--- src/design/dfs_pkg.sv ---
// Shared constants, codes and types of the delimited field splitter.
`timescale 1ns / 1ps
`default_nettype none

package dfs_pkg;

    localparam int MAX_TEXT_LEN = 65536;
    localparam int POS_W        = $clog2(MAX_TEXT_LEN) + 1;
    localparam int BYTE_W       = 8;
    localparam int OFS_W        = 16;
    localparam int CNT_W        = 17;
    localparam int LIMIT_W      = 16;
    localparam int CFG_IDX_W    = 1;
    localparam int CFG_DATA_W   = 16;

    localparam logic [BYTE_W-1:0] CHR_SPACE   = 8'd32;
    localparam logic [BYTE_W-1:0] CHR_TAB     = 8'd9;
    localparam logic [BYTE_W-1:0] DELIM_RESET = 8'd44;

    typedef enum logic [CFG_IDX_W-1:0] {
        CFG_DELIMITER = 1'b0,
        CFG_SEG_LIMIT = 1'b1
    } t_cfg_idx;

    typedef struct packed {
        logic [BYTE_W-1:0] text_byte;
        logic              end_of_text;
    } t_item;

    typedef struct packed {
        logic             has_segment;
        logic [OFS_W-1:0] segment_start;
        logic [OFS_W-1:0] segment_length;
        logic [OFS_W-1:0] segment_index;
        logic             is_final;
        logic [CNT_W-1:0] segment_count;
        logic             length_overflow;
    } t_res;

endpackage

`default_nettype wire

--- src/design/dfs_in_if.sv ---
// Valid/ready channel that carries one text byte per transfer.
`timescale 1ns / 1ps
`default_nettype none

interface dfs_in_if import dfs_pkg::*; ();
    logic              valid;
    logic              ready;
    logic [BYTE_W-1:0] text_byte;
    logic              end_of_text;

    modport source (output valid, output text_byte, output end_of_text, input ready);
    modport sink   (input valid, input text_byte, input end_of_text, output ready);
endinterface

`default_nettype wire

--- src/design/dfs_out_if.sv ---
// Valid/ready channel that carries one segment result per transfer.
`timescale 1ns / 1ps
`default_nettype none

interface dfs_out_if import dfs_pkg::*; ();
    logic             valid;
    logic             ready;
    logic             has_segment;
    logic [OFS_W-1:0] segment_start;
    logic [OFS_W-1:0] segment_length;
    logic [OFS_W-1:0] segment_index;
    logic             is_final;
    logic [CNT_W-1:0] segment_count;
    logic             length_overflow;

    modport source (
        output valid, output has_segment, output segment_start, output segment_length,
        output segment_index, output is_final, output segment_count,
        output length_overflow, input ready
    );
    modport sink (
        input valid, input has_segment, input segment_start, input segment_length,
        input segment_index, input is_final, input segment_count,
        input length_overflow, output ready
    );
endinterface

`default_nettype wire

--- src/design/dfs_in_reg.sv ---
// Input register stage of the splitter.
`timescale 1ns / 1ps
`default_nettype none

module dfs_in_reg import dfs_pkg::*; (
    input  wire logic   i_clk,
    input  wire logic   i_rst_n,
    dfs_in_if.sink      i_text,
    input  wire logic   i_advance,
    output t_item       o_item,
    output logic        o_fire
);

    logic  r_vld;
    logic  n_vld;
    t_item r_item;
    logic  w_ready;

    assign w_ready      = !r_vld || i_advance;
    assign i_text.ready = w_ready;
    assign n_vld        = w_ready ? i_text.valid : r_vld;
    assign o_fire       = r_vld && i_advance;
    assign o_item       = r_item;

    always_ff @(posedge i_clk) begin
        if (!i_rst_n) begin
            r_vld <= 1'b0;
        end else begin
            r_vld <= n_vld;
        end
    end

    always_ff @(posedge i_clk) begin
        if (w_ready && i_text.valid) begin
            r_item.text_byte   <= i_text.text_byte;
            r_item.end_of_text <= i_text.end_of_text;
        end
    end

endmodule

`default_nettype wire

--- src/design/dfs_seg_core.sv ---
// Configuration registers, per-text state and segment detection logic.
`timescale 1ns / 1ps
`default_nettype none

module dfs_seg_core import dfs_pkg::*; (
    input  wire logic                  i_clk,
    input  wire logic                  i_rst_n,
    input  wire logic                  i_cfg_we,
    input  wire logic [CFG_IDX_W-1:0]  i_cfg_idx,
    input  wire logic [CFG_DATA_W-1:0] i_cfg_wdata,
    input  wire t_item                 i_item,
    input  wire logic                  i_fire,
    output t_res                       o_res,
    output logic                       o_res_vld
);

    logic [BYTE_W-1:0]  r_delim;
    logic [LIMIT_W-1:0] r_limit;

    logic [POS_W-1:0] r_pos,   n_pos;
    logic             r_ins,   n_ins;
    logic [POS_W-1:0] r_start, n_start;
    logic [POS_W-1:0] r_lne,   n_lne;
    logic [CNT_W-1:0] r_found, n_found;
    logic             r_ovf,   n_ovf;

    logic             w_blank;
    logic             w_split;
    logic             w_delim;
    logic             w_emit;
    logic [POS_W-1:0] w_seg_start;
    logic [POS_W-1:0] w_seg_len;
    logic [CNT_W-1:0] w_seg_idx;

    always_ff @(posedge i_clk) begin
        if (!i_rst_n) begin
            r_delim <= DELIM_RESET;
            r_limit <= '0;
        end else if (i_cfg_we) begin
            case (t_cfg_idx'(i_cfg_idx))
                CFG_DELIMITER: r_delim <= i_cfg_wdata[BYTE_W-1:0];
                CFG_SEG_LIMIT: r_limit <= i_cfg_wdata[LIMIT_W-1:0];
                default: ;
            endcase
        end
    end

    always_comb begin
        w_blank     = (i_item.text_byte == CHR_SPACE) || (i_item.text_byte == CHR_TAB);
        w_split     = ((CNT_W+1)'(r_found) + (CNT_W+1)'(1)) < (CNT_W+1)'(r_limit);
        w_delim     = w_split && (i_item.text_byte == r_delim);
        w_emit      = 1'b0;
        w_seg_start = '0;
        w_seg_len   = '0;
        w_seg_idx   = r_found;
        n_pos       = r_pos;
        n_ins       = r_ins;
        n_start     = r_start;
        n_lne       = r_lne;
        n_found     = r_found;
        n_ovf       = r_ovf;

        if (r_pos >= POS_W'(MAX_TEXT_LEN)) begin
            n_ovf = 1'b1;
        end else begin
            if (!r_ins) begin
                if (!w_blank) begin
                    if (w_delim) begin
                        w_emit      = 1'b1;
                        w_seg_start = r_pos;
                    end else begin
                        n_ins   = 1'b1;
                        n_start = r_pos;
                        n_lne   = r_pos + POS_W'(1);
                    end
                end
            end else begin
                if (w_delim) begin
                    w_emit      = 1'b1;
                    w_seg_start = r_start;
                    w_seg_len   = r_lne - r_start;
                    n_ins       = 1'b0;
                end else if (!w_blank) begin
                    n_lne = r_pos + POS_W'(1);
                end
            end
            n_pos = r_pos + POS_W'(1);
        end

        // end of text closes an open segment unless this byte already reported one
        if (i_item.end_of_text && !w_emit && n_ins) begin
            w_emit      = 1'b1;
            w_seg_start = n_start;
            w_seg_len   = n_lne - n_start;
        end
        if (w_emit) begin
            n_found = r_found + CNT_W'(1);
        end

        o_res.has_segment     = w_emit;
        o_res.segment_start   = w_emit ? OFS_W'(w_seg_start) : '0;
        o_res.segment_length  = w_emit ? OFS_W'(w_seg_len) : '0;
        o_res.segment_index   = w_emit ? OFS_W'(w_seg_idx) : '0;
        o_res.is_final        = i_item.end_of_text;
        o_res.segment_count   = n_found;
        o_res.length_overflow = n_ovf;
        o_res_vld             = w_emit || i_item.end_of_text;
    end

    always_ff @(posedge i_clk) begin
        if (!i_rst_n) begin
            r_pos   <= '0;
            r_ins   <= 1'b0;
            r_start <= '0;
            r_lne   <= '0;
            r_found <= '0;
            r_ovf   <= 1'b0;
        end else if (i_fire) begin
            if (i_item.end_of_text) begin
                r_pos   <= '0;
                r_ins   <= 1'b0;
                r_start <= '0;
                r_lne   <= '0;
                r_found <= '0;
                r_ovf   <= 1'b0;
            end else begin
                r_pos   <= n_pos;
                r_ins   <= n_ins;
                r_start <= n_start;
                r_lne   <= n_lne;
                r_found <= n_found;
                r_ovf   <= n_ovf;
            end
        end
    end

endmodule

`default_nettype wire

--- src/design/dfs_out_reg.sv ---
// Result register stage of the splitter.
`timescale 1ns / 1ps
`default_nettype none

module dfs_out_reg import dfs_pkg::*; (
    input  wire logic i_clk,
    input  wire logic i_rst_n,
    input  wire t_res i_res,
    input  wire logic i_res_vld,
    input  wire logic i_fire,
    output logic      o_advance,
    dfs_out_if.source o_seg
);

    logic r_vld;
    logic n_vld;
    t_res r_res;

    assign o_advance = !r_vld || o_seg.ready;
    assign n_vld     = o_advance ? (i_fire && i_res_vld) : r_vld;

    always_ff @(posedge i_clk) begin
        if (!i_rst_n) begin
            r_vld <= 1'b0;
        end else begin
            r_vld <= n_vld;
        end
    end

    always_ff @(posedge i_clk) begin
        if (o_advance && i_fire && i_res_vld) begin
            r_res <= i_res;
        end
    end

    assign o_seg.valid           = r_vld;
    assign o_seg.has_segment     = r_res.has_segment;
    assign o_seg.segment_start   = r_res.segment_start;
    assign o_seg.segment_length  = r_res.segment_length;
    assign o_seg.segment_index   = r_res.segment_index;
    assign o_seg.is_final        = r_res.is_final;
    assign o_seg.segment_count   = r_res.segment_count;
    assign o_seg.length_overflow = r_res.length_overflow;

endmodule

`default_nettype wire

--- src/design/delimited_field_splitter_top.sv ---
// Top level of the delimited field splitter.
`timescale 1ns / 1ps
`default_nettype none

// Splits a byte stream into delimiter-separated segments with blanks trimmed, one
// byte per clock as long as o_seg is drained. Every byte taken sits in an input
// register; when the result register can advance, the segment logic updates the
// per-text state and, if the byte closes a segment or ends the text, loads the result
// register. A stalled result register holds off i_text through ready. Delimiter
// and segment limit are written through the config port; the user must write them
// only while idle, which the block does not enforce. The per-text state clears itself
// after the end-of-text byte.
module delimited_field_splitter_top import dfs_pkg::*; (
    input  wire logic                  i_clk,
    input  wire logic                  i_rst_n,
    input  wire logic                  i_cfg_we,
    input  wire logic [CFG_IDX_W-1:0]  i_cfg_idx,
    input  wire logic [CFG_DATA_W-1:0] i_cfg_wdata,
    dfs_in_if.sink                     i_text,
    dfs_out_if.source                  o_seg
);

    t_item w_item;
    t_res  w_res;
    logic  w_res_vld;
    logic  w_fire;
    logic  w_advance;

    dfs_in_reg u_in_reg (
        .i_clk     (i_clk),
        .i_rst_n   (i_rst_n),
        .i_text    (i_text),
        .i_advance (w_advance),
        .o_item    (w_item),
        .o_fire    (w_fire)
    );

    dfs_seg_core u_core (
        .i_clk       (i_clk),
        .i_rst_n     (i_rst_n),
        .i_cfg_we    (i_cfg_we),
        .i_cfg_idx   (i_cfg_idx),
        .i_cfg_wdata (i_cfg_wdata),
        .i_item      (w_item),
        .i_fire      (w_fire),
        .o_res       (w_res),
        .o_res_vld   (w_res_vld)
    );

    dfs_out_reg u_out_reg (
        .i_clk     (i_clk),
        .i_rst_n   (i_rst_n),
        .i_res     (w_res),
        .i_res_vld (w_res_vld),
        .i_fire    (w_fire),
        .o_advance (w_advance),
        .o_seg     (o_seg)
    );

endmodule

`default_nettype wire

--- src/flat_wrapper.sv ---
// flat-port wrapper written by rule: the top's interface ports become plain ports
module delimited_field_splitter_top_flat import dfs_pkg::*;
  (i_clk, i_rst_n, i_cfg_we, i_cfg_idx, i_cfg_wdata, i_text_valid, i_text_text_byte, i_text_end_of_text, i_text_ready, o_seg_valid, o_seg_has_segment, o_seg_segment_start, o_seg_segment_length, o_seg_segment_index, o_seg_is_final, o_seg_segment_count, o_seg_length_overflow, o_seg_ready);
  dfs_in_if i_text_i ();
  dfs_out_if o_seg_i ();
  input  wire logic i_clk;
  input  wire logic i_rst_n;
  input  wire logic i_cfg_we;
  input  wire logic [CFG_IDX_W-1:0] i_cfg_idx;
  input  wire logic [CFG_DATA_W-1:0] i_cfg_wdata;
  input wire logic [$bits(i_text_i.valid)-1:0] i_text_valid;
  input wire logic [$bits(i_text_i.text_byte)-1:0] i_text_text_byte;
  input wire logic [$bits(i_text_i.end_of_text)-1:0] i_text_end_of_text;
  output wire logic [$bits(i_text_i.ready)-1:0] i_text_ready;
  output wire logic [$bits(o_seg_i.valid)-1:0] o_seg_valid;
  output wire logic [$bits(o_seg_i.has_segment)-1:0] o_seg_has_segment;
  output wire logic [$bits(o_seg_i.segment_start)-1:0] o_seg_segment_start;
  output wire logic [$bits(o_seg_i.segment_length)-1:0] o_seg_segment_length;
  output wire logic [$bits(o_seg_i.segment_index)-1:0] o_seg_segment_index;
  output wire logic [$bits(o_seg_i.is_final)-1:0] o_seg_is_final;
  output wire logic [$bits(o_seg_i.segment_count)-1:0] o_seg_segment_count;
  output wire logic [$bits(o_seg_i.length_overflow)-1:0] o_seg_length_overflow;
  input wire logic [$bits(o_seg_i.ready)-1:0] o_seg_ready;
  assign i_text_i.valid = i_text_valid;
  assign i_text_i.text_byte = i_text_text_byte;
  assign i_text_i.end_of_text = i_text_end_of_text;
  assign i_text_ready = i_text_i.ready;
  assign o_seg_valid = o_seg_i.valid;
  assign o_seg_has_segment = o_seg_i.has_segment;
  assign o_seg_segment_start = o_seg_i.segment_start;
  assign o_seg_segment_length = o_seg_i.segment_length;
  assign o_seg_segment_index = o_seg_i.segment_index;
  assign o_seg_is_final = o_seg_i.is_final;
  assign o_seg_segment_count = o_seg_i.segment_count;
  assign o_seg_length_overflow = o_seg_i.length_overflow;
  assign o_seg_i.ready = o_seg_ready;
  delimited_field_splitter_top u_core (.i_clk(i_clk), .i_rst_n(i_rst_n), .i_cfg_we(i_cfg_we), .i_cfg_idx(i_cfg_idx), .i_cfg_wdata(i_cfg_wdata), .i_text(i_text_i), .o_seg(o_seg_i));
endmodule
--- config.mk ---
export PLATFORM = sky130hd
export DESIGN_NAME = delimited_field_splitter_top_flat
export DESIGN_NICKNAME = d
export VERILOG_FILES = /design/src/design/dfs_pkg.sv /design/src/design/dfs_in_if.sv /design/src/design/dfs_out_if.sv /design/src/design/dfs_in_reg.sv /design/src/design/dfs_seg_core.sv /design/src/design/dfs_out_reg.sv /design/src/design/delimited_field_splitter_top.sv /design/src/flat_wrapper.sv
export SDC_FILE = /design/constraint.sdc
export NUM_CORES = 1
export LEC_CHECK = 0
export ABC_AREA = 1
export BUFFER_PORTS_ARGS = -buffer_cell sky130_fd_sc_hd__buf_2
export CORE_MARGIN = 2
export CORE_UTILIZATION = 40
export CTS_CLUSTER_SIZE = 28
export DETAILED_ROUTE_END_ITERATION = 8
export PLACE_DENSITY = 0.63
export SYNTH_ARGS = -nofsm -noshare
export SYNTH_HDL_FRONTEND = slang
export SYNTH_SLANG_ARGS = --single-unit
--- constraint.sdc ---
create_clock -name i_clk -period 19.35 [get_ports i_clk]
set_input_delay 3.87 -clock i_clk [delete_from_list [all_inputs] [get_ports i_clk]]
set_output_delay 3.87 -clock i_clk [all_outputs]
set_load 0.005 [all_outputs]
==> summary.md <==
| Metric | Value |
|---|---|
| Status | `finished, final reports clean` |
| Layout cells sized above 1 | `15.6%` |
| Via count | `8,693` |
| FF-to-FF End | `u_core.u_out_reg.o_seg.segment_length[14]` |
| 1st-pass router iterations | `5` |
| Syn_area_per_cell | `7.69 um2` |
| Final setup fails | `0` |
| CTS max path bufs | `2` |
| Die footprint | `25,900 um2` |
| EDFF count, synth | `77` |
| Net Count, Synth | `1,360` |
| Max_cap viols | `0` |
| Skew final | `0.0169 ns` |
| Post-DR wirelength/cell | `15.2 um` |
| Hold Startpoint | `u_core.u_core.r_ovf` |
| Hold Crit Depth | `2` |
| Final Critical Period | `8.23 ns` |
| Core area | `24,200 um2` |
| VDD IR max | `52.1 uV` |
| Setup bufs post-CTS | `0` |
| Worst slew pin tran | `1.15 ns` |
| Crit path launch type | `input port` |
| Crit Path Max Fanout | `3` |
| Synth Register Bits | `171` |
| Htree depth | `4` |
| Slew margin rel. | `22.5%` |
| # port buffers | `100` |
| RSZ-0062 raised after global routing | `no` |
| Synth Instances | `1,282` |
| Final Wtd Congestion | `0.893` |
| Later-pin clock latency in the skew report | `0.44 ns` |
| P_leak | `4.88 nW` |
| Hold crit path type | `reg -> reg` |
| R2r setup slk | `14.07 ns` |
| # resized after CTS | `0` |
| DIE WIDTH | `161 um` |
| CTS tree | `yes` |
| CP max stage cell | `buf_2` |
| Residual DRC | `0` |
| Synth unique cells | `51` |
| Clock Tree Root | `clkbuf_16` |
| First-pass GRT wire length | `41,200 um` |
| Post-DP HPWL | `18,200 um` |
| Vias in the first global route | `7,854` |
| Clock Sinks | `171` |
| Layout area overhead | `14.0%` |
| Mapped Area | `9860 um2` |
| Non-filler cells, final | `1,699` |
| Crit path required time | `15.48 ns` |
| Final core utilization | `46.4%` |
| CTS buffer count | `17` |
| Max incr delay on CP | `0.14 ns` |
| Hold EP | `u_core.u_core.r_ovf` |
| Post-synth ARST share | `0%` |
| Pwr/cell area | `71.9 nW/um2` |
| DRT antenna net count | `0` |
| Row Count | `57` |
| Post-synth top area share | `23.4%` |
| Crit end category | `output pin` |
| Drt total wl | `25,800 um` |
| Fill count | `2,412` |
| Cells along the critical path | `buf_2, inv_1, nand2_1, inv_1, nand2_1, buf_2` |
| DIE HEIGHT | `161 um` |
| Worst Setup Path Type | `in -> out` |
| Antenna violations before repair | `0` |
| Most common flop cell mapped by yosys | `dfxtp_1` |
| Crit share post-route | `42.5%` |
| Max Freq | `122 MHz` |
| Largest net degree at the start of global routing | `63` |
| Cts hold-fix bufs | `0` |
| Cells after DPL | `1,667` |
| Iter 0 DRT Violations | `767` |
| Clk slew on worst S/H paths | `0.07 ns` |
| Max Slew Vio Count | `0` |
| I/O pin total | `101` |
| GRT Total Usage | `19.9%` |
| Initial cell density of the core | `40.7%` |
| Seq/Total Area, Yosys | `42.5%` |
| RR Startpoint | `u_core.u_core.r_found[0]` |
| Synth warn | `0` |
| N_diodes | `0` |
| Vias/cell | `5.12` |
| Yosys top cell by area | `edfxtp_1` |
| Final Hold Fails | `0` |
| Total grt overflow | `0` |
| Top post-synthesis cells by area | `edfxtp_1, dfxtp_1, nand2_1` |
| Worst R2R Path Depth | `28` |
| Worst path bufs/invs | `4` |
| Total negative setup slack | `0 ns` |
| Fin nets | `1,440` |
| Crit-path leading delay family | `buffers and inverters` |
| Critical path arrival | `4.36 ns` |
==> cells by family after synthesis <==
| logic type | synth area share, % |
|---|---|
| compound gates | 14.1 |
| xor+xnor | 3.45 |
| fa+ha+maj | 6.04 |
| buf+inv | 8.57 |
| flops | 42.5 |
| simple gates | 25.3 |
==> layer usage <==
layer / vias to the layer above / share of wire, % / global-route usage, %
met4: 0 / 1.7 / 6.29
li1: 4375 / - / -
met1: 4018 / 51 / 30.2
met3: 30 / 6.0 / 3.21
met5: - / 0 / 0
met2: 270 / 42 / 28.9
==> cell usage after synthesis (all sizes together) (2+ instances only) <==
cell,count
nand2,375
inv,164
a21oi,128
nor2,104
dfxtp,94
edfxtp,77
o21ai,68
nand3,51
ha,46
xor2,32
clkbuf,31
nand4,18
o22ai,17
buf,13
nor3,12
or2,7
o221ai,6
xnor2,6
o211ai,5
a21o,4
a221oi,4
clkinv,3
o21bai,3
a31oi,2
nand3b,2
nor3b,2
==> worst register-to-register path, delay by kind of cell, from the launching register on <==
family                     cells  cell delay (ns)
xor gates and xnor gates       1             0.29
and+or+nand+nor               22             3.02
buffers and inverters          2             0.50
DFF                            1             0.40
AOI/OAI and AO/OA              1             0.12
adders and majority gates      2             0.69
==> layout make-up <==
type,instances,area (um2),area share [%]
inverter,167,627,5.57
clock inverter,15,210,1.87
sequential,171,4190,37.3
clock buffer,17,425,3.78
tap,324,405,3.60
timing repair buffer,105,538,4.78
multi-input combinational,900,4850,43.1
==> sequential cells by signal (all words and copies together) (netlist names) <==
signal,cells
u_core.u_out_reg.o_seg.segment_index,16
u_core.u_out_reg.o_seg.segment_start,16
u_core.u_in_reg.o_item,9
u_core.u_core.r_pos,17
u_core.u_out_reg.o_seg.is_final,1
u_core.u_out_reg.o_seg.valid,1
u_core.u_core.r_lne,16
u_core.u_out_reg.o_seg.segment_length,16
u_core.u_out_reg.o_seg.has_segment,1
u_core.u_core.r_found,17
u_core.u_core.r_limit,16
u_core.u_in_reg.r_vld,1
u_core.u_core.r_start,16
u_core.u_out_reg.o_seg.length_overflow,1
u_core.u_core.r_delim,8
u_core.u_out_reg.o_seg.segment_count,17
u_core.u_core.r_ins,1
u_core.u_core.r_ovf,1
==> metrics by stage <==
| stage | power [mW] | setup WS, ns | hold slack (ns) | instance area, um2 |
|---|---|---|---|---|
| after global routing | 0.836 | 11.06 | 0.478 | 11200 |
| after global placement | 0.450 | 11.13 | 0.441 | 10600 |
| final | 0.809 | 11.12 | 0.454 | 11200 |
| after detailed placement | 0.451 | 11.13 | 0.443 | 10600 |
| after CTS | 0.815 | 11.12 | 0.456 | 11200 |
| after floorplan | 0.433 | 9.80 | 0.428 | 9860 |
==> report_power, final <==
group	total [mW]	switching, mW	internal, mW
combinational	0.0542	0.0383	0.0159
clock	0.366	0.176	0.190
sequential	0.389	0.00375	0.385
total	0.809	0.218	0.591
==> placed cells by master, fill, tap and decap left out, types with 7 or more instances in the layout <==
| cell type | synthesis | routed |
|---|---|---|
| buf_2 | 4 | 100 |
| nand2_1 | 355 | 354 |
| nand2_2 | 15 | 16 |
| nor2_4 | 7 | 8 |
| or2_2 | 7 | 7 |
| xor2_1 | 31 | 31 |
| nor2_1 | 92 | 91 |
| nand4_1 | 16 | 16 |
| a21oi_1 | 126 | 126 |
| o22ai_1 | 16 | 16 |
| dfxtp_1 | 94 | 94 |
| inv_2 | 7 | 8 |
| clkbuf_16 | 0 | 17 |
| inv_1 | 157 | 156 |
| ha_1 | 46 | 46 |
| nor3_1 | 12 | 12 |
| nand3_1 | 46 | 46 |
| o21ai_2 | 16 | 16 |
| edfxtp_1 | 77 | 77 |
| o21ai_0 | 50 | 49 |
==> worst max path at each step <==
stage	startpoint	end	depth (start not counted)
2_1_floorplan	o_seg_ready	u_core.u_out_reg.o_seg.has_segment	4
3_3_place_gp	o_seg_ready	i_text_ready	6
3_5_place_dp	o_seg_ready	i_text_ready	6
4_1_cts	o_seg_ready	i_text_ready	6
5_1_grt	o_seg_ready	i_text_ready	6
6_report	o_seg_ready	i_text_ready	6
Note: power is estimated with default switching activity, not from simulation.
